<file path="src/rtl/asn_pkg.sv">
// Shared types, constants and binary32 helper functions for the approximate square root.
// Used by asn_fp_unit and approx_sqrt_newton; depends on nothing else.
`default_nettype none

package asn_pkg;

   typedef enum logic [1:0] {
      OP_MUL,
      OP_SUB,
      OP_DIV
   } op_kind_type;

   localparam logic [31:0] MAGIC_EST       = 32'h5F375A86;
   localparam logic [31:0] FP_HALF         = 32'h3F000000;
   localparam logic [31:0] FP_THREE_HALVES = 32'h3FC00000;
   localparam logic [31:0] FP_ONE          = 32'h3F800000;
   localparam logic [31:0] FP_DEFAULT_NAN  = 32'hFFC00000;
   localparam logic [31:0] FP_QUIET_BIT    = 32'h00400000;

   // two quotient bits per stage, 26 bits in all
   localparam int DIV_STAGES = 13;

   typedef logic signed [10:0] exp_type;

   typedef struct packed {
      logic        sgn;
      exp_type     e;
      logic [23:0] sig;
      logic        zero;
      logic        inf;
      logic        nan;
   } unp_type;

   typedef struct packed {
      logic        spec;
      logic [31:0] spec_val;
      logic        sgn;
      exp_type     e;
      logic [25:0] m;
   } rnd_type;

   typedef struct packed {
      logic        zin;
      logic [31:0] xh;
      logic [31:0] y;
   } side_type;

   typedef struct packed {
      logic        spec;
      logic [31:0] spec_val;
      logic        sgn;
      exp_type     e;
      logic [23:0] dsr;
      logic [24:0] rem;
      logic [25:0] q;
   } dvs_type;

   // Unpack with subnormals normalised so that sig[23] is set for any nonzero value.
   function automatic unp_type fp_unpack(input logic [31:0] bits);
      unp_type     u;
      logic [4:0]  lz;
      logic [7:0]  ef;
      logic [22:0] f;
      ef = bits[30:23];
      f  = bits[22:0];
      lz = 5'd0;
      for (int i = 0; i < 23; i++) begin
         if (f[i]) lz = 5'(22 - i);
      end
      u.sgn  = bits[31];
      u.zero = (ef == 8'd0) && (f == 23'd0);
      u.inf  = (ef == 8'hFF) && (f == 23'd0);
      u.nan  = (ef == 8'hFF) && (f != 23'd0);
      if (ef == 8'd0) begin
         u.sig = 24'({1'b0, f} << (lz + 5'd1));
         u.e   = -11'sd127 - exp_type'({6'd0, lz});
      end else begin
         u.sig = {1'b1, f};
         u.e   = exp_type'({3'd0, ef}) - 11'sd127;
      end
      return u;
   endfunction

   function automatic logic [4:0] lzc28(input logic [27:0] v);
      logic [4:0] n;
      n = 5'd0;
      for (int i = 0; i < 28; i++) begin
         if (v[i]) n = 5'(27 - i);
      end
      return n;
   endfunction

   // Special operands; bit 32 flags a result that bypasses the datapath.
   function automatic logic [32:0] fp_special(input op_kind_type op,
                                              input logic [31:0] a,
                                              input logic [31:0] b,
                                              input unp_type ua,
                                              input unp_type ub);
      logic        sx;
      logic        nbs;
      logic [32:0] r;
      sx  = ua.sgn ^ ub.sgn;
      nbs = ~ub.sgn;
      r   = 33'd0;
      if (ua.nan) begin
         r = {1'b1, a | FP_QUIET_BIT};
      end else if (ub.nan) begin
         r = {1'b1, b | FP_QUIET_BIT};
      end else begin
         case (op)
            OP_MUL: begin
               if ((ua.inf && ub.zero) || (ua.zero && ub.inf)) r = {1'b1, FP_DEFAULT_NAN};
               else if (ua.inf || ub.inf)                      r = {1'b1, sx, 8'hFF, 23'd0};
               else if (ua.zero || ub.zero)                    r = {1'b1, sx, 31'd0};
            end
            OP_SUB: begin
               if (ua.inf && ub.inf && (ua.sgn != nbs)) r = {1'b1, FP_DEFAULT_NAN};
               else if (ua.inf)                         r = {1'b1, a};
               else if (ub.inf)                         r = {1'b1, nbs, 8'hFF, 23'd0};
               else if (ua.zero && ub.zero)             r = {1'b1, ua.sgn & nbs, 31'd0};
               else if (ua.zero)                        r = {1'b1, nbs, b[30:0]};
               else if (ub.zero)                        r = {1'b1, a};
            end
            OP_DIV: begin
               if ((ua.inf && ub.inf) || (ua.zero && ub.zero)) r = {1'b1, FP_DEFAULT_NAN};
               else if (ua.inf || ub.zero)                     r = {1'b1, sx, 8'hFF, 23'd0};
               else if (ua.zero || ub.inf)                     r = {1'b1, sx, 31'd0};
            end
            default: r = 33'd0;
         endcase
      end
      return r;
   endfunction

   // Round to nearest even; m[25] is the leading one, m[1] guard, m[0] sticky.
   function automatic logic [31:0] fp_round(input rnd_type r);
      exp_type     b;
      exp_type     sh;
      logic [25:0] sm;
      logic        lost;
      logic [31:0] base;
      logic [31:0] res;
      logic        g;
      logic        s;
      logic        lsb;
      b    = r.e + 11'sd127;
      sh   = 11'sd0;
      sm   = r.m;
      lost = 1'b0;
      base = {r.sgn, b[7:0], r.m[24:2]};
      g    = r.m[1];
      s    = r.m[0];
      lsb  = r.m[2];
      if (b < 11'sd1) begin
         sh = 11'sd1 - b;
         if (sh > 11'sd26) begin
            sm   = 26'd0;
            lost = |r.m;
         end else begin
            sm   = r.m >> sh[4:0];
            lost = |(r.m & ~(26'h3FFFFFF << sh[4:0]));
         end
         base = {r.sgn, 8'd0, sm[24:2]};
         g    = sm[1];
         s    = sm[0] | lost;
         lsb  = sm[2];
      end
      res = base + {31'd0, g & (s | lsb)};
      if (r.spec) res = r.spec_val;
      else if (b >= 11'sd255) res = {r.sgn, 8'hFF, 23'd0};
      return res;
   endfunction

   function automatic dvs_type div_step2(input dvs_type st);
      dvs_type     n;
      logic [24:0] r;
      logic        bt;
      n = st;
      r = st.rem;
      for (int k = 0; k < 2; k++) begin
         bt = (r >= {1'b0, st.dsr});
         if (bt) r = r - {1'b0, st.dsr};
         r   = {r[23:0], 1'b0};
         n.q = {n.q[24:0], bt};
      end
      n.rem = r;
      return n;
   endfunction

endpackage

`default_nettype wire

</file>
<file path="src/rtl/asn_fp_unit.sv">
// Pipelined binary32 unit: multiply, subtract (a - b) or divide (a / b), round to nearest even.
// Depends on asn_pkg; all stages advance together on adv.
`default_nettype none

module asn_fp_unit #(
   parameter asn_pkg::op_kind_type OP = asn_pkg::OP_MUL
) (
   input  logic               clock,
   input  logic               reset,
   input  logic               adv,
   input  logic               in_valid,
   input  logic [31:0]        in_a,
   input  logic [31:0]        in_b,
   input  asn_pkg::side_type  in_side,
   output logic               out_valid,
   output logic [31:0]        out_res,
   output asn_pkg::side_type  out_side
);

   // unpack stage
   asn_pkg::unp_type  ua_in, ub_in, ua_ff, ub_ff;
   logic [32:0]       sp_in, sp_ff;
   logic              u_v_ff;
   asn_pkg::side_type u_side_ff;

   logic              rnd_v;
   asn_pkg::side_type rnd_side;
   asn_pkg::rnd_type  rnd;

   logic              out_v_ff;
   logic [31:0]       res_in, res_ff;
   asn_pkg::side_type out_side_ff;

   always_comb begin
      ua_in = asn_pkg::fp_unpack(in_a);
      ub_in = asn_pkg::fp_unpack(in_b);
      sp_in = asn_pkg::fp_special(OP, in_a, in_b, ua_in, ub_in);
   end

   always_ff @(posedge clock) begin
      if (reset) begin
         u_v_ff <= 1'b0;
      end else if (adv) begin
         u_v_ff <= in_valid;
      end
   end

   always_ff @(posedge clock) begin
      if (adv) begin
         ua_ff     <= ua_in;
         ub_ff     <= ub_in;
         sp_ff     <= sp_in;
         u_side_ff <= in_side;
      end
   end

   generate
      if (OP == asn_pkg::OP_MUL) begin : g_mul
         logic [47:0]       p_in, p_ff;
         asn_pkg::exp_type  e_in, e_ff;
         logic              sg_ff;
         logic [32:0]       ps_ff;
         logic              p_v_ff;
         asn_pkg::side_type p_side_ff;

         assign p_in = ua_ff.sig * ub_ff.sig;
         assign e_in = ua_ff.e + ub_ff.e;

         always_ff @(posedge clock) begin
            if (reset) begin
               p_v_ff <= 1'b0;
            end else if (adv) begin
               p_v_ff <= u_v_ff;
            end
         end

         always_ff @(posedge clock) begin
            if (adv) begin
               p_ff      <= p_in;
               e_ff      <= e_in;
               sg_ff     <= ua_ff.sgn ^ ub_ff.sgn;
               ps_ff     <= sp_ff;
               p_side_ff <= u_side_ff;
            end
         end

         always_comb begin
            rnd.spec     = ps_ff[32];
            rnd.spec_val = ps_ff[31:0];
            rnd.sgn      = sg_ff;
            if (p_ff[47]) begin
               rnd.m = {p_ff[47:23], |p_ff[22:0]};
               rnd.e = e_ff + 11'sd1;
            end else begin
               rnd.m = {p_ff[46:22], |p_ff[21:0]};
               rnd.e = e_ff;
            end
         end

         assign rnd_v    = p_v_ff;
         assign rnd_side = p_side_ff;
      end else if (OP == asn_pkg::OP_SUB) begin : g_sub
         // swap stage
         logic              a_big;
         logic [23:0]       big_sig_in, big_sig_ff, sml_sig_in, sml_sig_ff;
         asn_pkg::exp_type  big_e_in, big_e_ff, d_in, d_ff;
         logic              sub_in, sub_ff, sg_in, sg_ff;
         logic [32:0]       s_sp_ff;
         logic              s_v_ff;
         asn_pkg::side_type s_side_ff;
         // add stage
         logic [26:0]       sml27, al27;
         logic [27:0]       sum_in, sum_ff;
         asn_pkg::exp_type  a_e_ff;
         logic              a_sg_ff;
         logic [32:0]       a_sp_ff;
         logic              a_v_ff;
         asn_pkg::side_type a_side_ff;
         // normalise stage
         logic [4:0]        lz;
         logic [27:0]       norm;
         asn_pkg::rnd_type  n_in, n_ff;
         logic              n_v_ff;
         asn_pkg::side_type n_side_ff;

         always_comb begin
            a_big = (ua_ff.e > ub_ff.e) ||
                    ((ua_ff.e == ub_ff.e) && (ua_ff.sig >= ub_ff.sig));
            big_sig_in = a_big ? ua_ff.sig : ub_ff.sig;
            sml_sig_in = a_big ? ub_ff.sig : ua_ff.sig;
            big_e_in   = a_big ? ua_ff.e : ub_ff.e;
            d_in       = a_big ? (ua_ff.e - ub_ff.e) : (ub_ff.e - ua_ff.e);
            // b enters negated
            sub_in     = (ua_ff.sgn == ub_ff.sgn);
            sg_in      = a_big ? ua_ff.sgn : ~ub_ff.sgn;
         end

         always_comb begin
            sml27 = {sml_sig_ff, 3'b000};
            if (d_ff > 11'sd26) begin
               al27 = 27'd1;
            end else begin
               al27 = (sml27 >> d_ff[4:0]) |
                      {26'd0, |(sml27 & ~(27'h7FFFFFF << d_ff[4:0]))};
            end
            if (sub_ff) sum_in = {1'b0, big_sig_ff, 3'b000} - {1'b0, al27};
            else        sum_in = {1'b0, big_sig_ff, 3'b000} + {1'b0, al27};
         end

         always_comb begin
            lz            = asn_pkg::lzc28(sum_ff);
            norm          = sum_ff << lz;
            n_in.sgn      = a_sg_ff;
            n_in.e        = a_e_ff + 11'sd1 - asn_pkg::exp_type'({6'd0, lz});
            n_in.m        = {norm[27:3], |norm[2:0]};
            n_in.spec     = a_sp_ff[32];
            n_in.spec_val = a_sp_ff[31:0];
            // exact cancellation gives +0
            if (!a_sp_ff[32] && (sum_ff == 28'd0)) begin
               n_in.spec     = 1'b1;
               n_in.spec_val = 32'd0;
            end
         end

         always_ff @(posedge clock) begin
            if (reset) begin
               s_v_ff <= 1'b0;
               a_v_ff <= 1'b0;
               n_v_ff <= 1'b0;
            end else if (adv) begin
               s_v_ff <= u_v_ff;
               a_v_ff <= s_v_ff;
               n_v_ff <= a_v_ff;
            end
         end

         always_ff @(posedge clock) begin
            if (adv) begin
               big_sig_ff <= big_sig_in;
               sml_sig_ff <= sml_sig_in;
               big_e_ff   <= big_e_in;
               d_ff       <= d_in;
               sub_ff     <= sub_in;
               sg_ff      <= sg_in;
               s_sp_ff    <= sp_ff;
               s_side_ff  <= u_side_ff;
               sum_ff     <= sum_in;
               a_e_ff     <= big_e_ff;
               a_sg_ff    <= sg_ff;
               a_sp_ff    <= s_sp_ff;
               a_side_ff  <= s_side_ff;
               n_ff       <= n_in;
               n_side_ff  <= a_side_ff;
            end
         end

         assign rnd      = n_ff;
         assign rnd_v    = n_v_ff;
         assign rnd_side = n_side_ff;
      end else begin : g_div
         logic              ge;
         asn_pkg::dvs_type  dv_init;
         asn_pkg::dvs_type  dv_in   [asn_pkg::DIV_STAGES];
         asn_pkg::dvs_type  dv_ff   [asn_pkg::DIV_STAGES];
         logic              dv_v_ff [asn_pkg::DIV_STAGES];
         asn_pkg::side_type dv_side_ff [asn_pkg::DIV_STAGES];

         always_comb begin
            ge               = (ua_ff.sig >= ub_ff.sig);
            dv_init.spec     = sp_ff[32];
            dv_init.spec_val = sp_ff[31:0];
            dv_init.sgn      = ua_ff.sgn ^ ub_ff.sgn;
            dv_init.e        = ua_ff.e - ub_ff.e - (ge ? 11'sd0 : 11'sd1);
            dv_init.dsr      = ub_ff.sig;
            dv_init.rem      = ge ? {1'b0, ua_ff.sig} : {ua_ff.sig, 1'b0};
            dv_init.q        = 26'd0;
         end

         for (genvar k = 0; k < asn_pkg::DIV_STAGES; k++) begin : g_stage
            if (k == 0) begin : g_first
               assign dv_in[k] = asn_pkg::div_step2(dv_init);

               always_ff @(posedge clock) begin
                  if (reset) begin
                     dv_v_ff[k] <= 1'b0;
                  end else if (adv) begin
                     dv_v_ff[k] <= u_v_ff;
                  end
               end

               always_ff @(posedge clock) begin
                  if (adv) begin
                     dv_ff[k]      <= dv_in[k];
                     dv_side_ff[k] <= u_side_ff;
                  end
               end
            end else begin : g_next
               assign dv_in[k] = asn_pkg::div_step2(dv_ff[k-1]);

               always_ff @(posedge clock) begin
                  if (reset) begin
                     dv_v_ff[k] <= 1'b0;
                  end else if (adv) begin
                     dv_v_ff[k] <= dv_v_ff[k-1];
                  end
               end

               always_ff @(posedge clock) begin
                  if (adv) begin
                     dv_ff[k]      <= dv_in[k];
                     dv_side_ff[k] <= dv_side_ff[k-1];
                  end
               end
            end
         end

         always_comb begin
            rnd.spec     = dv_ff[asn_pkg::DIV_STAGES-1].spec;
            rnd.spec_val = dv_ff[asn_pkg::DIV_STAGES-1].spec_val;
            rnd.sgn      = dv_ff[asn_pkg::DIV_STAGES-1].sgn;
            rnd.e        = dv_ff[asn_pkg::DIV_STAGES-1].e;
            rnd.m        = {dv_ff[asn_pkg::DIV_STAGES-1].q[25:1],
                            dv_ff[asn_pkg::DIV_STAGES-1].q[0] |
                            (|dv_ff[asn_pkg::DIV_STAGES-1].rem)};
         end

         assign rnd_v    = dv_v_ff[asn_pkg::DIV_STAGES-1];
         assign rnd_side = dv_side_ff[asn_pkg::DIV_STAGES-1];
      end
   endgenerate

   // round and register
   assign res_in = asn_pkg::fp_round(rnd);

   always_ff @(posedge clock) begin
      if (reset) begin
         out_v_ff <= 1'b0;
      end else if (adv) begin
         out_v_ff <= rnd_v;
      end
   end

   always_ff @(posedge clock) begin
      if (adv) begin
         res_ff      <= res_in;
         out_side_ff <= rnd_side;
      end
   end

   assign out_valid = out_v_ff;
   assign out_res   = res_ff;
   assign out_side  = out_side_ff;

endmodule

`default_nettype wire
</file>
<file path="config.mk">
export PLATFORM = sky130hd
export DESIGN_NAME = asn_fp_unit
export DESIGN_NICKNAME = d
export VERILOG_FILES = /design/src/rtl/asn_pkg.sv /design/src/rtl/asn_fp_unit.sv
export SDC_FILE = /design/constraint.sdc
export NUM_CORES = 2
export LEC_CHECK = 0
export ABC_AREA = 1
export BUFFER_PORTS_ARGS = -buffer_cell sky130_fd_sc_hd__buf_2
export CORE_ASPECT_RATIO = 1.1
export CORE_UTILIZATION = 49
export DETAILED_ROUTE_END_ITERATION = 12
export PLACE_DENSITY = 0.66
export SLEW_MARGIN = 10
export SYNTH_ARGS = -nofsm -noshare
export SYNTH_HDL_FRONTEND = slang
export SYNTH_SLANG_ARGS = --single-unit
</file>
<file path="constraint.sdc">
create_clock -name clock -period 6 [get_ports clock]
set_input_delay 1.2 -clock clock [delete_from_list [all_inputs] [get_ports clock]]
set_output_delay 1.2 -clock clock [all_outputs]
set_load 0.01 [all_outputs]
</file>
# Word-level counts from Yosys, hierarchy flattened
# Index checks and enable logic that the tools add are counted.
# W data, S select, Z words.
dict set report totals {
  register_bits 428
  inputBits 133
  output_inout_bits 98
}
dict set report classes {
  n_addsub 11
  multipliers 1
  order_cmp 3
  eq_ne 2
  n_shift 4
  muxes 64
  bitwise_logic 7
  reduce_logical 23
}
# op count
set op_table {}
lappend op_table {{$mux W5} 46}
lappend op_table {{$mux W32} 6}
lappend op_table {{$mux W35} 2}
lappend op_table {{$reduce_or A26 Y1} 2}
lappend op_table {{$mux W25} 2}
lappend op_table {{$mul A24 B24 Y48} 1}
lappend op_table {{$shl A23 B5 Y24} 2}
lappend op_table {{$logic_not A23 Y1} 2}
lappend op_table {{$reduce_bool A23 Y1} 2}
lappend op_table {{$mux W37} 1}
lappend op_table {{$mux W33} 1}
lappend op_table {{$add A32 B1 Y32} 1}
lappend op_table {{$mux W31} 1}
lappend op_table {{$and A26 B26 Y26} 1}
lappend op_table {{$not A26 Y26} 1}
lappend op_table {{$shl A26 B5 Y26 const A} 1}
lappend op_table {{$shr A26 B5 Y25} 1}
lappend op_table {{$reduce_or A23 Y1} 1}
lappend op_table {{$reduce_or A22 Y1} 1}
lappend op_table {{$sub A8 B6 Y9 const A} 2}
lappend op_table {{$sub A8 B7 Y9 const B} 2}
lappend op_table {{$eq A8 B8 Y1 const B} 2}
lappend op_table {{$logic_not A8 Y1} 2}
lappend op_table {{$add A11 B11 Y11} 1}
lappend op_table {{15 further kinds} 31}

# Longest topological paths before layout
dict set report depth {
  ltp_word 26
  depth_mapped 36
  depth_no_buf 35
}

# Worst setup path before layout
# Ideal clock, no wire load.
dict set report synth_path {
  kind {register to register}
  startpoint {reg ub_ff[3] in the netlist's numbering}
  endpoint {reg g_mul.p_ff[42] (data pin)}
  arrival_time_ns 6.301
  setup_slack_ns -0.557
  path_stages_with_launch 33
  period_less_slack_ns 6.557
  path_cell_list {edfxtp_1 -> clkbuf_1 -> nand2_1 -> inv_1 -> fa_1 -> inv_1 -> fa_1 -> inv_1 -> fa_1 -> ha_1 -> inv_1 -> fa_1 -> inv_1 -> fa_1 -> fa_1 -> ha_1 -> nand2_1 -> o21ai_0 -> nand2_1 -> nand2_1 -> nand2_1 -> nand2_1 -> nand2_1 -> nand2_1 -> a21oi_1 -> o31ai_1 -> a21oi_1 -> o21ai_0 -> nand2_1 -> inv_1 -> nor2_1 -> nand2_1 -> nand2_1}
}
dict set report synth_between {
  elab_chain_len 1
}
# item line
set synth_lines {}
lappend synth_lines {{start, declared} asn_fp_unit.sv:21} ;# asn_pkg::unp_type ua_in, ub_in, ua_ff, ub_ff;
lappend synth_lines {{start signal, assigned} asn_fp_unit.sv:51} ;# ub_ff <= ub_in;
lappend synth_lines {{$mul A24 B24 Y48} asn_fp_unit.sv:66} ;# assign p_in = ua_ff.sig * ub_ff.sig;
lappend synth_lines {{named net g_mul.p_in[42]} asn_fp_unit.sv:59} ;# logic [47:0] p_in, p_ff;
lappend synth_lines {{end signal, assigned} asn_fp_unit.sv:79} ;# p_ff <= p_in;
lappend synth_lines {{end, declared} asn_fp_unit.sv:59}
# The timed path passes the listed nets, and every way through them passes these cells.
# A chain may end at the register's enable or synchronous reset.

# Worst setup path in the final report
dict set report layout_path {
  startpoint {reg ua_ff[14] in the netlist's numbering}
  endpoint {reg g_mul.p_ff[35] (data pin)}
}
dict set report layout_between {
  elab_chain_len 1
}
# item line
set layout_lines {}
lappend layout_lines {{start, declared} asn_fp_unit.sv:21}
lappend layout_lines {{start signal, assigned} asn_fp_unit.sv:50} ;# ua_ff <= ua_in;
lappend layout_lines {{$mul A24 B24 Y48} asn_fp_unit.sv:66}
lappend layout_lines {{named net g_mul.p_in[35]} asn_fp_unit.sv:59}
# The timed path passes the listed nets, and every way through them passes these cells.

==> out/results.tsv <==
stage	metric	value	unit
critical_path	data required time at the worst endpoint	6340	ps
route	wire per inst	19.13	microns
yosys	EDFF count, synth	421	
floorplanning	die area	84730	sq um
route	Detail Route Antenna Nets	0	
route	Initial DRT Pass Iterations	6	
global_route	initial antenna violation count	6	
sta	slew at the pin with the worst max-slew slack	1215	ps
yosys	Synth Area per Inst	8.443	sq um
placement	pre-CTS WS	-562.1	ps
finish	most frequent cells in the layout	1267 x nand2_1, 1053 x inv_1, 458 x fa_1, 421 x edfxtp_1, 304 x buf_4	
finish	Final Util	59.16	%
sta	Period minus WS final	6537	ps
clocking	clock latency on the worst-skew pair	630	ps
sta	PnR worst setup slack	-537.4	ps
sta	Worst slew margin	18.15	%
route	final wirelength	123000	microns
finish	nets	6149	
critical_path	CP dominant cell by count	fa_1	
floorplanning	core area	82300	sq um
min_path	beginning of the worst hold path	u_side_ff[64]$_DFFE_PP_	
floorplanning	die span in x	277.6	microns
route	DRT iter0 DRCs	2743	
sta	Fmax	153.0	MHz
floorplanning	Initial Util	49.75	%
critical_path	reg2reg start	ua_ff[14]$_DFFE_PP_	
critical_path	crit end category	register	
finish	area delta synth->final	18.91	%
yosys	Syn Nets	5669	
min_path	hold endpoint	g_mul.p_side_ff[64]$_DFFE_PP_	
clocking	CTS tree	built	
placement	IO buf count	230	
route	Vias/cell	5.262	
finish	Post-Layout Cell Count	6430	
placement	Inst Count DP	6296	
sta	final cycle utilization of the critical path	109.0	%
critical_path	capturing point of the worst reg2reg path	g_mul.p_ff[35]$_DFFE_PP_	
critical_path	r2r worst-path depth	29	
yosys	post-synthesis register bit count	424	
placement	post-DP HPWL	98940	microns
yosys	async set-or-reset flop fraction in the synthesized netlist	0	%
yosys	sequential cell area fraction in the yosys report	31.02	%
clocking	clock root cell	clkbuf_16	
status	failing checks	negative setup slack	
yosys	Post-Syn Instances	4850	
sta	RSZ-0062 raised after global routing	yes	
sta	Fin. Hold Viols	0	
critical_path	worst-path maximum fanout	7	
placement	gpl congestion	0.9849	
clocking	CTS Buf Count	46	
critical_path	Critical Path Start Type	register	
global_route	vias in the first global route	33769	
floorplanning	# IOs	231	
min_path	Hold Path Class	reg2reg	
critical_path	Worst EP arrival	6870	ps
global_route	largest net degree at the start of global routing	137	
finish	fraction of layout cells with a size suffix above 1	18.41	%
critical_path	Setup CP Type	reg2reg	
clocking	maximum root-to-sink buffer count	3	
sta	WHS	399.8	ps
finish	most common cell after layout, fill and taps aside	nand2_1	
global_route	global-route wire length before repair	190300	microns
clocking	H-tree level count	2	
run	# Max-Cap Violations	0	
clocking	Worst-path clk slew	60	ps
finish	ANT cells	0	
status	result of the run	finished with violations	
finish	Fill cells	7298	
yosys	Mapped Area	40950	sq um
global_route	total gr overflow	0	
finish	area of the multi-input gates	24400	sq um
route	via count	33834	
floorplanning	row count	110	
finish	Sequential cell area	12700	sq um
floorplanning	Die H	305.2	microns
min_path	Worst Hold Path Cells	0	
critical_path	reg-to-reg setup timing slack	-540	ps
critical_path	slowest CP cell	edfxtp_1	
sta	fin. max-slew vios	0	
route	DR DRC count	0	
yosys	Ys Warns	0	
sta	endpoints failing setup	24	
sta	skew final	43.57	ps
yosys	post-synth cell types	58	
yosys	Primary FF master, synth	edfxtp_1	
clocking	CTS sink cnt	424	
global_route	GRT Total Usage	29.20	%
critical_path	Largest stage delay, worst path	570	ps
synthesized netlist by cell type, types with 32 or more instances:
library cell,count,area [sq um]
a21oi_1,115,575.6
clkbuf_1,155,581.8
edfxtp_1,421,12640
fa_1,483,9669
ha_1,203,2540
inv_1,1098,4121
nand2_1,1300,4880
nand3_1,261,1306
nor2_1,210,788.3
o21ai_0,217,1086
o22ai_1,32,200.2
xor2_1,35,306.5
how the worst max path moves through the flow:
stage                             start  slack (ps)  cells past startpoint                       end
CTS                 ua_ff[14]$_DFFE_PP_        -440                     29  g_mul.p_ff[43]$_DFFE_PP_
global placement    ua_ff[24]$_DFFE_PP_        -530                     25  g_mul.p_ff[45]$_DFFE_PP_
global route        ua_ff[14]$_DFFE_PP_        -760                     29  g_mul.p_ff[35]$_DFFE_PP_
finish              ua_ff[14]$_DFFE_PP_        -540                     29  g_mul.p_ff[35]$_DFFE_PP_
detailed placement  ua_ff[24]$_DFFE_PP_        -560                     24  g_mul.p_ff[42]$_DFFE_PP_
floorplan           ub_ff[11]$_DFFE_PP_        -240                     31  g_mul.p_ff[43]$_DFFE_PP_
logic make-up (layout without fill, tap and decap cells):
family | count (synthesis) | in the layout | share of synthesized area, %
simple gates | 1919 | 1919 | 19.41
buf+inv | 1294 | 1810 | 11.97
fa+ha+maj | 686 | 686 | 29.82
compound gates | 457 | 457 | 6.242
flops | 424 | 424 | 31.02
xor+xnor | 64 | 64 | 1.387
mux | 6 | 6 | 0.1467
state kept, by name (all words and copies together), names as in the netlist:
register / cells
sp_ff: 33
g_mul.ps_ff: 33
g_mul.sg_ff: 1
g_mul.p_ff: 48
u_v_ff: 1
g_mul.p_v_ff: 1
ub_ff: 34
ua_ff: 34
out_valid: 1
g_mul.p_side_ff: 65
out_res: 32
out_side: 65
u_side_ff: 65
g_mul.e_ff: 11
through the flow:
step	setup TNS, ps	area, sq um
floorplan	-1259	41530
global placement	-7689	45830
detailed placement	-8989	45830
CTS	-6121	48210
global route	-13110	48690
finish	-8006	48690
area by class of cell:
class | count | share of cell area, %
Clock inverter | 34 | 0.6938
Clock buffer | 50 | 2.395
Tap cell | 1064 | 2.734
Multi-Input combinational cell | 3132 | 50.11
Inverter | 1113 | 8.590
Timing Repair Buffer | 613 | 9.392
Sequential cell | 424 | 26.09
timing repair:
action                                  CTS  global route
hold buffers                              0             0
endpoints found under the setup margin   25            31
buffers inserted                         42            16
gates cloned                              1             0
pin swaps                                88            67
resized for setup                       138           112
worst max-delay path: cells and delay by family, from the launching register on:
| family | cells | cell delay (ps) |
|---|---|---|
| compound gates | 7 | 980 |
| xor+xnor | 1 | 80 |
| fa+ha+maj | 8 | 3740 |
| buf+inv | 11 | 690 |
| flops | 1 | 570 |
| simple gates | 2 | 210 |
per-layer routing:
metal	track usage [%]	vias to the layer above	share of wire, %
met1	39.14	16324	41
li1	-	15899	-
met5	0	-	0.052
met4	14.33	10	5.5
met2	47.06	1342	46
met3	3.623	259	7.3
Power is left out: the tool's default activity adds up to more than one toggle a clock period on the data nets, which glitch-free logic cannot reach.
